<file path="config.mk">
export PLATFORM = sky130hd
export DESIGN_NAME = decimal_seconds_parser_core
export DESIGN_NICKNAME = d
export VERILOG_FILES = /design/src/rtl/core/dsp_pkg.sv /design/src/rtl/core/dsp_in_stage.sv /design/src/rtl/core/dsp_accum.sv /design/src/rtl/core/decimal_seconds_parser_core.sv
export SDC_FILE = /design/constraint.sdc
export NUM_CORES = 1
export LEC_CHECK = 0
export ABC_AREA = 1
export BUFFER_PORTS_ARGS = -buffer_cell sky130_fd_sc_hd__buf_2
export CELL_PAD_IN_SITES_DETAIL_PLACEMENT = 0
export CELL_PAD_IN_SITES_GLOBAL_PLACEMENT = 1
export CORE_UTILIZATION = 42
export CTS_CLUSTER_DIAMETER = 80
export CTS_CLUSTER_SIZE = 20
export DETAILED_ROUTE_END_ITERATION = 8
export PLACE_DENSITY = 0.78
export SLEW_MARGIN = 20
export SYNTH_ARGS = -nofsm -noshare
export SYNTH_HDL_FRONTEND = slang
export SYNTH_SLANG_ARGS = --single-unit
</file>
<file path="constraint.sdc">
create_clock -name clock -period 4.36 [get_ports clock]
set_clock_uncertainty 0.15 [all_clocks]
set_input_delay 0.436 -clock clock [delete_from_list [all_inputs] [get_ports clock]]
set_output_delay 0.436 -clock clock [all_outputs]
set_load 0.01 [all_outputs]
</file>
<file path="src/rtl/core/dsp_pkg.sv">
package dsp_pkg;

   localparam int SecWidth   = 31;
   localparam int NsWidth    = 30;
   localparam int CountWidth = 4;

   localparam logic [7:0] CharDot   = 8'h2E;
   localparam logic [7:0] CharComma = 8'h2C;
   localparam logic [7:0] CharZero  = 8'h30;
   localparam logic [7:0] CharNine  = 8'h39;

   localparam logic [SecWidth-1:0] SecondsMax = 31'h7FFF_FFFF;
   localparam logic [NsWidth-1:0]  NsLimit    = 30'd1_000_000_000;

   typedef enum logic [2:0] {
      ST_OK         = 3'd0,
      ST_BAD_CHAR   = 3'd1,
      ST_SECOND_SEP = 3'd2,
      ST_NO_INT     = 3'd3,
      ST_OVERFLOW   = 3'd4
   } status_type;

   typedef struct packed {
      logic [7:0] character;
      logic       last;
   } item_type;

   typedef struct packed {
      logic [SecWidth-1:0] seconds;
      logic [NsWidth-1:0]  nanoseconds;
      status_type          status;
   } result_type;

   // weight in nanoseconds of the fraction digit at a given place
   function automatic logic [NsWidth-1:0] place_scale(input logic [CountWidth-1:0] count);
      logic [NsWidth-1:0] scale;
      case (count)
         4'd0:    scale = 30'd100_000_000;
         4'd1:    scale = 30'd10_000_000;
         4'd2:    scale = 30'd1_000_000;
         4'd3:    scale = 30'd100_000;
         4'd4:    scale = 30'd10_000;
         4'd5:    scale = 30'd1_000;
         4'd6:    scale = 30'd100;
         4'd7:    scale = 30'd10;
         4'd8:    scale = 30'd1;
         default: scale = 30'd0;
      endcase
      return scale;
   endfunction

endpackage

</file>
<file path="src/rtl/core/dsp_in_stage.sv">
module dsp_in_stage
   import dsp_pkg::*;
(
   input  logic       clock,
   input  logic       reset,
   input  logic       req_valid,
   output logic       req_stall,
   input  logic [7:0] req_character,
   input  logic       req_last,
   input  logic       advance,
   output logic       item_valid,
   output item_type   item
);

   logic     valid_ff;
   logic     valid_in;
   item_type item_ff;
   item_type item_in;
   logic     load;

   assign req_stall = valid_ff && !advance;
   assign load      = req_valid && !req_stall;

   always_comb begin
      valid_in = valid_ff;
      item_in  = item_ff;
      if (!req_stall) begin
         valid_in = req_valid;
      end
      if (load) begin
         item_in.character = req_character;
         item_in.last      = req_last;
      end
   end

   always_ff @(posedge clock) begin
      if (reset) begin
         valid_ff <= 1'b0;
      end else begin
         valid_ff <= valid_in;
      end
   end

   always_ff @(posedge clock) begin
      item_ff <= item_in;
   end

   assign item_valid = valid_ff;
   assign item       = item_ff;

endmodule

</file>
<file path="src/rtl/core/dsp_accum.sv">
module dsp_accum
   import dsp_pkg::*;
#(
   parameter int unsigned FRACTION_DIGITS = 9
) (
   input  logic       clock,
   input  logic       reset,
   input  logic       fire,
   input  item_type   item,
   output result_type result
);

   localparam logic [CountWidth-1:0] FracLimit = CountWidth'(FRACTION_DIGITS);

   logic [SecWidth-1:0]   sec_ff, sec_in;
   logic [NsWidth-1:0]    frac_ff, frac_in;
   logic [CountWidth-1:0] count_ff, count_in;
   logic                  sep_ff, sep_in;
   logic                  int_seen_ff, int_seen_in;
   status_type            err_ff, err_in;

   logic                  is_sep;
   logic                  is_digit;
   logic                  text_err;
   logic [3:0]            digit;
   logic [SecWidth+3:0]   sec_wide;
   logic [NsWidth+3:0]    frac_term;
   status_type            status;

   always_comb begin
      is_sep   = (item.character == CharDot) || (item.character == CharComma);
      is_digit = item.character inside {[CharZero:CharNine]};
      text_err = (err_ff == ST_BAD_CHAR) || (err_ff == ST_SECOND_SEP);
      digit    = 4'(item.character - CharZero);
      sec_wide = ({4'd0, sec_ff} << 3) + ({4'd0, sec_ff} << 1) + {31'd0, digit};
      frac_term = {30'd0, digit} * {4'd0, place_scale(count_ff)};

      sec_in      = sec_ff;
      frac_in     = frac_ff;
      count_in    = count_ff;
      sep_in      = sep_ff;
      int_seen_in = int_seen_ff;
      err_in      = err_ff;

      if (is_sep) begin
         if (sep_ff && !text_err) begin
            err_in = ST_SECOND_SEP;
         end
         sep_in = 1'b1;
      end else if (!is_digit) begin
         if (!text_err) begin
            err_in = ST_BAD_CHAR;
         end
      end else if (sep_ff) begin
         if (count_ff < FracLimit) begin
            frac_in  = frac_ff + frac_term[NsWidth-1:0];
            count_in = count_ff + 4'd1;
         end
      end else begin
         int_seen_in = 1'b1;
         if (sec_wide[SecWidth+3:SecWidth] != 4'd0) begin
            sec_in = SecondsMax;
            if (err_ff == ST_OK) begin
               err_in = ST_OVERFLOW;
            end
         end else begin
            sec_in = sec_wide[SecWidth-1:0];
         end
      end

      status = err_in;
      if ((err_in == ST_OK) && !int_seen_in) begin
         status = ST_NO_INT;
      end
      result.status      = status;
      result.seconds     = (status == ST_OK) ? sec_in : '0;
      result.nanoseconds = (status == ST_OK) ? frac_in : '0;
   end

   // start over after the last character of a string
   always_ff @(posedge clock) begin
      if (reset || (fire && item.last)) begin
         sec_ff      <= '0;
         frac_ff     <= '0;
         count_ff    <= '0;
         sep_ff      <= 1'b0;
         int_seen_ff <= 1'b0;
         err_ff      <= ST_OK;
      end else if (fire) begin
         sec_ff      <= sec_in;
         frac_ff     <= frac_in;
         count_ff    <= count_in;
         sep_ff      <= sep_in;
         int_seen_ff <= int_seen_in;
         err_ff      <= err_in;
      end
   end

endmodule

</file>
<file path="src/rtl/core/decimal_seconds_parser_core.sv">
// a last character is held in the input stage register, then its result is registered
// in the output register and shown on rsp_valid; throughput is one character per cycle,
// limited by the single accumulator update, as long as rsp_stall does not hold a result
// while a result waits in out_ff, the input stage can hold one character, then req_stall
// reset (synchronous, active high) empties both stages and clears all accumulators
module decimal_seconds_parser_core
   import dsp_pkg::*;
#(
   parameter int unsigned FRACTION_DIGITS = 9
) (
   input  logic                clock,
   input  logic                reset,
   input  logic                req_valid,
   output logic                req_stall,
   input  logic [7:0]          req_character,
   input  logic                req_last,
   output logic                rsp_valid,
   input  logic                rsp_stall,
   output logic [SecWidth-1:0] rsp_seconds,
   output logic [NsWidth-1:0]  rsp_nanoseconds,
   output logic [2:0]          rsp_status
);

   logic       advance;
   logic       item_valid;
   item_type   item;
   logic       fire;
   result_type result;
   result_type out_ff;
   logic       out_valid_ff;
   logic       out_valid_in;

   assign advance = !out_valid_ff || !rsp_stall;
   assign fire    = item_valid && advance;

   dsp_in_stage u_in_stage (
      .clock         (clock),
      .reset         (reset),
      .req_valid     (req_valid),
      .req_stall     (req_stall),
      .req_character (req_character),
      .req_last      (req_last),
      .advance       (advance),
      .item_valid    (item_valid),
      .item          (item)
   );

   dsp_accum #(
      .FRACTION_DIGITS (FRACTION_DIGITS)
   ) u_accum (
      .clock  (clock),
      .reset  (reset),
      .fire   (fire),
      .item   (item),
      .result (result)
   );

   assign out_valid_in = advance ? (fire && item.last) : out_valid_ff;

   always_ff @(posedge clock) begin
      if (reset) begin
         out_valid_ff <= 1'b0;
      end else begin
         out_valid_ff <= out_valid_in;
      end
   end

   always_ff @(posedge clock) begin
      if (fire && item.last) begin
         out_ff <= result;
      end
   end

   assign rsp_valid       = out_valid_ff;
   assign rsp_seconds     = out_ff.seconds;
   assign rsp_nanoseconds = out_ff.nanoseconds;
   assign rsp_status      = out_ff.status;

   a_err_zero_payload: assert property (@(posedge clock) disable iff (reset)
      (rsp_valid && (rsp_status != ST_OK)) |-> ((rsp_seconds == '0) && (rsp_nanoseconds == '0)))
      else $error("error result carries a nonzero value");

   a_ns_range: assert property (@(posedge clock) disable iff (reset)
      rsp_valid |-> (rsp_nanoseconds < NsLimit))
      else $error("nanoseconds out of range");

   a_no_result_mid_string: assert property (@(posedge clock) disable iff (reset)
      (fire && !item.last) |=> !rsp_valid)
      else $error("result appeared for a character that is not last");

   a_stall_only_when_held: assert property (@(posedge clock) disable iff (reset)
      req_stall |-> (item_valid && out_valid_ff && rsp_stall))
      else $error("input stalled without a held transfer");

endmodule
</file>
==> report_table.html, run 1 <==
<table>
<tr><th>Metric</th><th>Value</th></tr>
<tr><th colspan="2">Status</th></tr>
<tr><td>Run status</td><td>finished clean</td></tr>
<tr><th colspan="2">Die</th></tr>
<tr><td># rows</td><td>64</td></tr>
<tr><td>CORE AREA</td><td>roughly 31000 sq um</td></tr>
<tr><td>Area of the die</td><td>31890 sq um</td></tr>
<tr><td>Number of I/O pins</td><td>just under 80</td></tr>
<tr><td>Vertical extent of the die</td><td>178.6 um</td></tr>
<tr><td>Initial core utilization</td><td>a little over two fifths</td></tr>
<tr><td>Die X-Extent</td><td>178.6 um</td></tr>
<tr><th colspan="2">Synth</th></tr>
<tr><td>Number of enable flip-flop cells after synthesis</td><td>73</td></tr>
<tr><td>Syn avg cell area</td><td>between 7 and 8 sq um</td></tr>
<tr><td>Synth Instances</td><td>around 1700</td></tr>
<tr><td>Xor and xnor area share after synthesis</td><td>3.344%</td></tr>
<tr><td>Fraction of post-synthesis cell area in the top cell type by area</td><td>between 10% and 20%</td></tr>
<tr><td>Mapped Area</td><td>13100 sq um</td></tr>
<tr><td>Share of flip-flops with an asynchronous set or reset</td><td>0%</td></tr>
<tr><td>Post-synthesis register bit count</td><td>165</td></tr>
<tr><td>Number of warnings reported in the yosys synthesis log</td><td>0</td></tr>
<tr><td>Post-synthesis cell type with the largest combined area</td><td>edfxtp_1</td></tr>
<tr><td>Share of synthesized cell area in and, or, nand and nor gates</td><td>19.60%</td></tr>
<tr><td>Post-synthesis net count</td><td>1872</td></tr>
<tr><td>Mux share of post-synthesis cell area</td><td>0%</td></tr>
<tr><td>Top area cells in the synthesized netlist</td><td>edfxtp_1 17%, dfxtp_1 14%, fa_1 11%</td></tr>
<tr><td>Top_reg_cell synth</td><td>dfxtp_1</td></tr>
<tr><td>Fraction of the mapped netlist area in adder cells</td><td>21.70%</td></tr>
<tr><td>Compound-Gate Fraction of Synth Area</td><td>12.84%</td></tr>
<tr><td>Largest family of logic cells by synthesized area</td><td>adder cells</td></tr>
<tr><td>Number of distinct library cells after synthesis</td><td>48</td></tr>
<tr><td>Post-synthesis sequential area ratio</td><td>30.80%</td></tr>
<tr><th colspan="2">Setup path</th></tr>
<tr><td>Most common cell type on the critical path</td><td>inv_2</td></tr>
<tr><td>Largest stage delay on the critical path</td><td>510 ps</td></tr>
<tr><td>Critical path class</td><td>reg2reg</td></tr>
<tr><td>Critical-path cell list</td><td>buf_12 &gt; buf_8 &gt; nand2_4 &gt; inv_2 &gt; fa_1 &gt; fa_1 &gt; inv_2 &gt; fa_1 &gt; inv_2 &gt; ha_4 &gt; nand2_4 &gt; nor2_4 &gt; inv_2 &gt; nor3_4 &gt; a21oi_2 &gt; nor2_1 &gt; nor2_2 &gt; buf_4 &gt; or2_1 &gt; nand3_2 &gt; o21ai_2 &gt; o21ai_1 &gt; nand2_1 &gt; inv_1</td></tr>
<tr><td>Kind of start point of the critical path</td><td>flop</td></tr>
<tr><td>CP arrival</td><td>4550 ps</td></tr>
<tr><td>Cell type group with the largest total delay on the critical path</td><td>adder cells</td></tr>
<tr><td>CP endpoint kind</td><td>flop</td></tr>
<tr><td>Worst endpoint required time</td><td>4590 ps</td></tr>
<tr><td>Highest fanout seen on the critical path</td><td>8</td></tr>
<tr><td>Crit-path slowest cell</td><td>fa_1</td></tr>
<tr><td>Worst Path Buf+Inv</td><td>8</td></tr>
<tr><th colspan="2">Power and ir drop</th></tr>
<tr><td>Cell Int Power</td><td>3.025 mW</td></tr>
<tr><td>Static leakage</td><td>about 8 nW</td></tr>
<tr><td>Worst IR drop on VDD</td><td>~0.27 mV</td></tr>
<tr><td>Power density of the placed cells</td><td>between 200 and 300 nW/um^2</td></tr>
<tr><td>Clock share of power</td><td>33.0%</td></tr>
<tr><td>Combinational Power Share</td><td>30.6%</td></tr>
<tr><td>Proportion of power drawn by flip-flops and latches</td><td>between 30 and 40%</td></tr>
<tr><td>Switching power total</td><td>around 1.6 mW</td></tr>
<tr><td>Fraction of power spent switching nets</td><td>between 30% and 40%</td></tr>
<tr><th colspan="2">Route</th></tr>
<tr><td>Per-cell routed wire length</td><td>14.78 um</td></tr>
<tr><td>DRC viols</td><td>0</td></tr>
<tr><td>Via density per instance</td><td>4.895</td></tr>
<tr><td>Detailed Routing Iterations Pass 1</td><td>5</td></tr>
<tr><td>Detailed-route via count</td><td>11070</td></tr>
<tr><td>Antenna viol nets, final</td><td>0</td></tr>
<tr><td>Detailed router's first-iteration violation count</td><td>between 600 and 700</td></tr>
<tr><td>Total detailed-routing wirelength</td><td>33410 um</td></tr>
<tr><th colspan="2">STA</th></tr>
<tr><td>Final number of hold-violating endpoints</td><td>0</td></tr>
<tr><td>Tmin final</td><td>approximately 4300 ps</td></tr>
<tr><td>Timing-limited maximum frequency</td><td>0.2315 GHz</td></tr>
<tr><td>Max-Slew Margin vs Limit</td><td>24.81%</td></tr>
<tr><td>Post-Route Hold Slack</td><td>16.83 ps</td></tr>
<tr><td>Fraction of the cycle the final worst path needs</td><td>99.07%</td></tr>
<tr><td>Final-report max-slew violation count</td><td>0</td></tr>
<tr><td>RSZ-0062 raised after global routing</td><td>yes</td></tr>
<tr><td>Final Setup Violations</td><td>0</td></tr>
<tr><td>Transition time at the pin with the least slew margin</td><td>1127 ps</td></tr>
<tr><th colspan="2">Global routing</th></tr>
<tr><td>Initial antenna violation count</td><td>0</td></tr>
<tr><td>Overall track demand over capacity in global routing</td><td>21.32%</td></tr>
<tr><td>Global route total overflow</td><td>0</td></tr>
<tr><td>Vias in the first global route</td><td>10340</td></tr>
<tr><td>Pin count of the biggest net entering global routing</td><td>66</td></tr>
<tr><td>Global-route wire length before repair</td><td>53210 um</td></tr>
<tr><th colspan="2">Finish</th></tr>
<tr><td>Layout overhead on the synthesized area</td><td>24.19%</td></tr>
<tr><td>Count of nets after finishing</td><td>2049</td></tr>
<tr><td>Antenna diode instance count</td><td>0</td></tr>
<tr><td>Final instance count without filler cells</td><td>roughly 2300</td></tr>
<tr><td>Post-route standard cell area excluding fillers</td><td>16270 sq um</td></tr>
<tr><td>Proportion of layout cells with a drive suffix above 1</td><td>25.31%</td></tr>
<tr><td>Filler cell count in the final layout</td><td>2892</td></tr>
<tr><td>Final core area utilization</td><td>53.04%</td></tr>
<tr><th colspan="2">Place</th></tr>
<tr><td>Number of I/O port buffers</td><td>between 70 and 80</td></tr>
<tr><td>Placed Cells</td><td>approximately 2200</td></tr>
<tr><td>DP HPWL</td><td>approximately 25000 um</td></tr>
<tr><td>GP Congestion</td><td>0.9009</td></tr>
<tr><td>Placement Cell Area</td><td>14490 sq um</td></tr>
<tr><th colspan="2">Flow run</th></tr>
<tr><td>Max-cap violations</td><td>0</td></tr>
<tr><th colspan="2">Clock tree</th></tr>
<tr><td>Number of sinks handled by clock tree synthesis</td><td>165</td></tr>
<tr><td>Number of buffers on the longest clock path</td><td>2</td></tr>
<tr><td>Clock slew at reported path FFs</td><td>approximately 80 ps</td></tr>
<tr><td>Cts bufs inserted</td><td>17</td></tr>
<tr><td>Later-pin clock latency in the skew report</td><td>440 ps</td></tr>
<tr><td>TritonCTS clock tree</td><td>built</td></tr>
<tr><td>Clock root buffer</td><td>clkbuf_16</td></tr>
<tr><td>Deepest level of the CTS H-tree</td><td>4</td></tr>
<tr><th colspan="2">Hold path</th></tr>
<tr><td>Hold WC Path Type</td><td>in2reg</td></tr>
</table>
[power groups by stage]
stage / clock network, mW / registers (mW) / logic [mW]
6_report: 1.52 / 1.69 / 1.41
3_5_place_dp: 0 / 1.72 / 1.08
3_3_place_gp: 0 / 1.72 / 1.07
4_1_cts: 1.55 / 1.69 / 1.18
5_1_grt: 1.61 / 1.69 / 1.56
2_1_floorplan: 0 / 1.72 / 0.714
[synthesized netlist by cell type (9+ instances only)]
| master | number |
|---|---|
| o21ai_0 | 98 |
| nand3_1 | 39 |
| a21oi_2 | 11 |
| nand2_1 | 360 |
| nand2_2 | 14 |
| a21oi_1 | 109 |
| xor2_1 | 29 |
| fa_1 | 72 |
| o22ai_2 | 11 |
| nor2_2 | 30 |
| o22ai_1 | 15 |
| inv_1 | 336 |
| ha_1 | 112 |
| clkbuf_1 | 31 |
| o211ai_1 | 9 |
| nor2_1 | 111 |
| xnor2_1 | 21 |
| dfxtp_1 | 92 |
| nor3_1 | 12 |
| inv_2 | 11 |
| edfxtp_1 | 73 |
[cells by family (layout without fill, tap and decap cells)]
| kind of cell | after synthesis | after routing |
|---|---|---|
| simple gates | 596 | 596 |
| fa+ha+maj | 184 | 184 |
| buf+inv | 392 | 582 |
| xor+xnor | 50 | 50 |
| compound gates | 288 | 288 |
| flops | 165 | 165 |
[worst paths after layout]
check	startpoint	end	slack, ps	cells past startpoint
hold reg to reg	u_accum.int_seen_ff$_SDFFE_PP0P_	u_accum.int_seen_ff$_SDFFE_PP0P_	310	2
setup reg to reg	u_in_stage.item[3]$_DFFE_PP_	u_accum.frac_ff[18]$_SDFFE_PP0P_	40	24
setup / recovery	u_in_stage.item[3]$_DFFE_PP_	u_accum.frac_ff[18]$_SDFFE_PP0P_	40	24
hold / removal	req_character[7]	u_in_stage.item[8]$_DFFE_PP_	20	1
[layout by cell type, fill, tap and decap left out, types with 5 or more instances in the layout]
master     instances
buf_6              9
buf_2             78
buf_12             8
a211oi_1           5
dfxtp_1           92
xor2_1            24
ha_1              90
a21oi_2           25
nand3_2           10
nand3_1           30
inv_6              5
xnor2_1           20
nand4_1            7
fa_1              68
a31oi_1            6
o22ai_1           15
nor2_1           100
edfxtp_1          73
a21oi_4            8
ha_4              22
nor2_2            37
nand2_1          322
nand2_4           16
inv_1            315
inv_2             32
nand2_2           37
o21ai_2            9
nor2_4             6
o211ai_1           9
o21bai_1           8
o21ai_1           15
nor3_2             5
nor3_1             8
clkbuf_16         17
o21ai_0           80
buf_4            102
a21oi_1           87
o22ai_2           11
[per-layer routing]
| metal | part of all wire (%) | track usage (%) |
|---|---|---|
| met1 | 53 | 32.99 |
| met2 | 43 | 31.41 |
| met3 | 3.6 | 2.792 |
| met4 | 0.81 | 3.955 |
| met5 | 0 | 0 |
[cell type report]
type	count	area, sq um	share of cell area (%)
inverter	348	1306	8.031
clock buffer	18	429.2	2.638
sequential	165	4034	24.80
timing repair buffer	202	1495	9.192
clock inverter	14	140.1	0.8615
tap	396	495.5	3.046
multi-input combinational	1118	8366	51.43
[worst reg2reg max path, cell delays in order, from the launching register on]
cell	delay [ps]
edfxtp_1	430
buf_12	170
buf_8	140
nand2_4	50
inv_2	30
fa_1	470
fa_1	510
inv_2	40
fa_1	510
inv_2	50
ha_4	280
nand2_4	60
nor2_4	120
inv_2	60
nor3_4	150
a21oi_2	90
nor2_1	120
nor2_2	70
buf_4	150
or2_1	220
nand3_2	70
o21ai_2	70
o21ai_1	120
nand2_1	60
inv_1	70
[through the flow]
| stage | power, mW | worst slack, ps | setup TNS [ps] |
|---|---|---|---|
| floorplan | 2.436 | 16.54 | 0 |
| global placement | 2.794 | -96.06 | -212.0 |
| detailed placement | 2.803 | -233.1 | -692.1 |
| CTS | 4.420 | -8.247 | -8.247 |
| global route | 4.865 | -120.9 | -865.9 |
| finish | 4.625 | 40.41 | 0 |
[repair_timing]
| item | in CTS | in global routing |
|---|---|---|
| endpoints found under the setup margin | 15 | 56 |
| gates resized for setup | 62 | 147 |
| hold buffers | 1 | 1 |
| pin swaps | 26 | 112 |
| endpoints found under the hold margin | 1 | 1 |
| setup buffers | 13 | 26 |
| gates cloned | 2 | 0 |
No activity file was read; power rests on OpenSTA's default activity.
==> run 2, diff against run 1 <==
--- a/config.mk
+++ b/config.mk
@@ -10,4 +10,5 @@
 export CELL_PAD_IN_SITES_DETAIL_PLACEMENT = 0
 export CELL_PAD_IN_SITES_GLOBAL_PLACEMENT = 1
+export CORE_ASPECT_RATIO = 1.5
 export CORE_UTILIZATION = 42
 export CTS_CLUSTER_DIAMETER = 80
@@ -15,4 +16,5 @@
 export DETAILED_ROUTE_END_ITERATION = 8
 export PLACE_DENSITY = 0.78
+export SKIP_CTS_REPAIR_TIMING = 1
 export SLEW_MARGIN = 20
 export SYNTH_ARGS = -nofsm -noshare
--- a/constraint.sdc
+++ b/constraint.sdc
@@ -3,3 +3,3 @@
 set_input_delay 0.436 -clock clock [delete_from_list [all_inputs] [get_ports clock]]
 set_output_delay 0.436 -clock clock [all_outputs]
-set_load 0.01 [all_outputs]
+set_load 0.05 [all_outputs]
==> run 2 against run 1 <==
Final cell count hardly changed; setup slack worse by 4.5 ps; non-clock buffer count is 1 lower; fmax is 0.10% lower; sequential power hardly changed; largest power group unchanged.
==> report_table.html, run 2 (same netlist as run 1, synthesis figures left out) <==
<table>
<tr><th>Metric</th><th>Value</th></tr>
<tr><th colspan="2">Route</th></tr>
<tr><td>Per-cell routed wire length</td><td>15.68 um</td></tr>
<tr><td>Via density per instance</td><td>4.928</td></tr>
<tr><td>Detailed-route via count</td><td>roughly 11000</td></tr>
<tr><td>Total detailed-routing wirelength</td><td>approximately 35000 um</td></tr>
<tr><td>Detailed router's first-iteration violation count</td><td>403</td></tr>
<tr><td>Antenna viol nets, final</td><td>0</td></tr>
<tr><td>Detailed Routing Iterations Pass 1</td><td>5</td></tr>
<tr><td>DRC viols</td><td>0</td></tr>
<tr><th colspan="2">STA</th></tr>
<tr><td>Fraction of the cycle the final worst path needs</td><td>between 90% and 100%</td></tr>
<tr><td>Post-route worst setup slack</td><td>35.90 ps</td></tr>
<tr><td>Final Setup Violations</td><td>0</td></tr>
<tr><td>Final-report max-slew violation count</td><td>0</td></tr>
<tr><td>Max-Slew Margin vs Limit</td><td>roughly 33%</td></tr>
<tr><td>Final number of hold-violating endpoints</td><td>0</td></tr>
<tr><td>Timing-limited maximum frequency</td><td>0.2313 GHz</td></tr>
<tr><td>Tmin final</td><td>roughly 4300 ps</td></tr>
<tr><td>Final-layout setup total negative slack</td><td>0 ps</td></tr>
<tr><td>RSZ-0062 raised after global routing</td><td>yes</td></tr>
<tr><td>Post-Route Hold Slack</td><td>10.75 ps</td></tr>
<tr><td>Transition time at the pin with the least slew margin</td><td>999.1 ps</td></tr>
<tr><th colspan="2">Setup path</th></tr>
<tr><td>Largest stage delay on the critical path</td><td>between 500 and 600 ps</td></tr>
<tr><td>Critical path class</td><td>reg2reg</td></tr>
<tr><td>Worst endpoint required time</td><td>4410 ps</td></tr>
<tr><td>Highest fanout seen on the critical path</td><td>11</td></tr>
<tr><td>Kind of start point of the critical path</td><td>flop</td></tr>
<tr><td>CP endpoint kind</td><td>flop</td></tr>
<tr><td>Reg-to-reg endpoint</td><td>rsp_nanoseconds[29]$_SDFFCE_PP0P_</td></tr>
<tr><td>Worst Path Buf+Inv</td><td>6</td></tr>
<tr><td>Cell type group with the largest total delay on the critical path</td><td>adder cells</td></tr>
<tr><td>Critical R2R Launch</td><td>u_in_stage.item[2]$_DFFE_PP_</td></tr>
<tr><td>Crit-path slowest cell</td><td>fa_1</td></tr>
<tr><td>Setup slack on the worst flop-to-flop path</td><td>40 ps</td></tr>
<tr><td>Count of cells along the worst register-to-register path</td><td>20</td></tr>
<tr><td>Critical-path cell list</td><td>buf_6 &gt; buf_12 &gt; nand2_2 &gt; inv_2 &gt; fa_2 &gt; fa_1 &gt; inv_1 &gt; fa_1 &gt; inv_1 &gt; ha_4 &gt; nand2_1 &gt; nor2_2 &gt; inv_2 &gt; nor4_4 &gt; nand3_1 &gt; nand4_1 &gt; or2_4 &gt; nand3_1 &gt; o21ai_0 &gt; nor2_1</td></tr>
<tr><td>CP arrival</td><td>4380 ps</td></tr>
<tr><th colspan="2">Flow run</th></tr>
<tr><td>Max-cap violations</td><td>0</td></tr>
<tr><th colspan="2">Clock tree</th></tr>
<tr><td>Deepest level of the CTS H-tree</td><td>4</td></tr>
<tr><td>Clock slew at reported path FFs</td><td>approximately 70 ps</td></tr>
<tr><td>Clock root buffer</td><td>clkbuf_16</td></tr>
<tr><td>Number of sinks handled by clock tree synthesis</td><td>165</td></tr>
<tr><td>Number of buffers on the longest clock path</td><td>2</td></tr>
<tr><td>TritonCTS clock tree</td><td>built</td></tr>
<tr><td>Cts bufs inserted</td><td>17</td></tr>
<tr><td>Later-pin clock latency in the skew report</td><td>450 ps</td></tr>
<tr><th colspan="2">Global routing</th></tr>
<tr><td>Overall track demand over capacity in global routing</td><td>21.98%</td></tr>
<tr><td>Pin count of the biggest net entering global routing</td><td>66</td></tr>
<tr><td>Global route total overflow</td><td>0</td></tr>
<tr><td>Vias in the first global route</td><td>11090</td></tr>
<tr><td>Global-route wire length before repair</td><td>54500 um</td></tr>
<tr><td>Initial antenna violation count</td><td>0</td></tr>
<tr><th colspan="2">Hold path</th></tr>
<tr><td>Worst hold path depth</td><td>1</td></tr>
<tr><td>Worst min-delay path endpoint</td><td>u_in_stage.item[8]$_DFFE_PP_</td></tr>
<tr><td>Hold WC Path Type</td><td>in2reg</td></tr>
<tr><td>Hold path startpoint</td><td>req_character[7]</td></tr>
<tr><th colspan="2">Die</th></tr>
<tr><td>Die X-Extent</td><td>around 150 um</td></tr>
<tr><td>Number of I/O pins</td><td>79</td></tr>
<tr><td>Initial core utilization</td><td>between 40% and 50%</td></tr>
<tr><td># rows</td><td>78</td></tr>
<tr><td>CORE AREA</td><td>30450 sq um</td></tr>
<tr><td>Vertical extent of the die</td><td>218.3 um</td></tr>
<tr><td>Area of the die</td><td>around 32000 sq um</td></tr>
<tr><th colspan="2">Finish</th></tr>
<tr><td>Proportion of layout cells with a drive suffix above 1</td><td>24.15%</td></tr>
<tr><td>Antenna diode instance count</td><td>0</td></tr>
<tr><td>Most common cell after layout, fill and taps aside</td><td>nand2_1</td></tr>
<tr><td>Final core area utilization</td><td>52.93%</td></tr>
<tr><td>Highest-count cells in the layout ignoring fill and taps</td><td>329 x nand2_1, 320 x inv_1, 107 x buf_4, 92 x nor2_1, 92 x dfxtp_1</td></tr>
<tr><td>Count of nets after finishing</td><td>2048</td></tr>
<tr><td>Filler cell count in the final layout</td><td>2974</td></tr>
<tr><td>Layout overhead on the synthesized area</td><td>23.04%</td></tr>
<tr><th colspan="2">Place</th></tr>
<tr><td>GP Congestion</td><td>0.9299</td></tr>
<tr><td>Number of I/O port buffers</td><td>between 70 and 80</td></tr>
<tr><td>DP HPWL</td><td>27260 um</td></tr>
<tr><td>Worst slack after detailed placement</td><td>-171.1 ps</td></tr>
<tr><th colspan="2">Status</th></tr>
<tr><td>Run status</td><td>finished clean</td></tr>
<tr><th colspan="2">Power and ir drop</th></tr>
<tr><td>Power density of the placed cells</td><td>290.2 nW/um^2</td></tr>
<tr><td>Worst IR drop on VDD</td><td>0.2373 mV</td></tr>
<tr><td>Static leakage</td><td>8.099 nW</td></tr>
</table>
## run 2: cell count changes in the layout (fill, tap and decap cells not counted), sizes merged
cell,previous run,this run
clkinvlp,2,0
inv,356,350
clkbuf,18,25
buf,200,194
clkinv,4,6
dlygate4sd3,2,4
bufinv,0,1
## run 2: per-stage QoR
| step | instance area [sq um] | cells | power (mW) |
|---|---|---|---|
| 5_1_grt | 16120 | 2263 | 4.904 |
| 3_3_place_gp | 14610 | 2209 | 2.890 |
| 3_5_place_dp | 14610 | 2209 | 2.899 |
| 2_1_floorplan | 13110 | 1675 | 2.488 |
| 6_report | 16120 | 2263 | 4.677 |
| 4_1_cts | 15200 | 2240 | 4.459 |
## run 2: power by group
| group | internal [mW] | switching, mW |
|---|---|---|
| Clock | 0.886 | 0.666 |
| Combinational | 0.599 | 0.839 |
| Sequential | 1.65 | 0.0338 |
## run 2: cell type report
cell class / count / area [sq um] / area share (%)
Multi-Input combinational cell: 1118 / 8217 / 50.99
Sequential cell: 165 / 4034 / 25.03
Inverter: 348 / 1306 / 8.106
Clock buffer: 22 / 506.7 / 3.144
Clock inverter: 9 / 88.84 / 0.5512
Timing Repair Buffer: 201 / 1463 / 9.076
Tap cell: 400 / 500.5 / 3.106
## run 2: worst max path at each step
stage	from	end	slack, ps	cells after the start
floorplan	u_in_stage.item[4]$_DFFE_PP_	rsp_nanoseconds[26]$_SDFFCE_PP0P_	20	21
global placement	u_in_stage.item[3]$_DFFE_PP_	rsp_nanoseconds[24]$_SDFFCE_PP0P_	-120	21
detailed placement	u_in_stage.item[4]$_DFFE_PP_	rsp_nanoseconds[24]$_SDFFCE_PP0P_	-170	21
CTS	u_in_stage.item[4]$_DFFE_PP_	rsp_nanoseconds[26]$_SDFFCE_PP0P_	-180	20
global route	u_in_stage.item[2]$_DFFE_PP_	rsp_nanoseconds[24]$_SDFFCE_PP0P_	-130	22
finish	u_in_stage.item[2]$_DFFE_PP_	rsp_nanoseconds[29]$_SDFFCE_PP0P_	40	20
## run 2: per-layer routing
metal,wire [um],GRT usage [%],vias to the layer above
li1,-,-,5628
met1,13610,23.33,5268
met2,19580,42.57,183
met3,889,2.839,73
met4,1409,10.07,0
met5,0,0,-
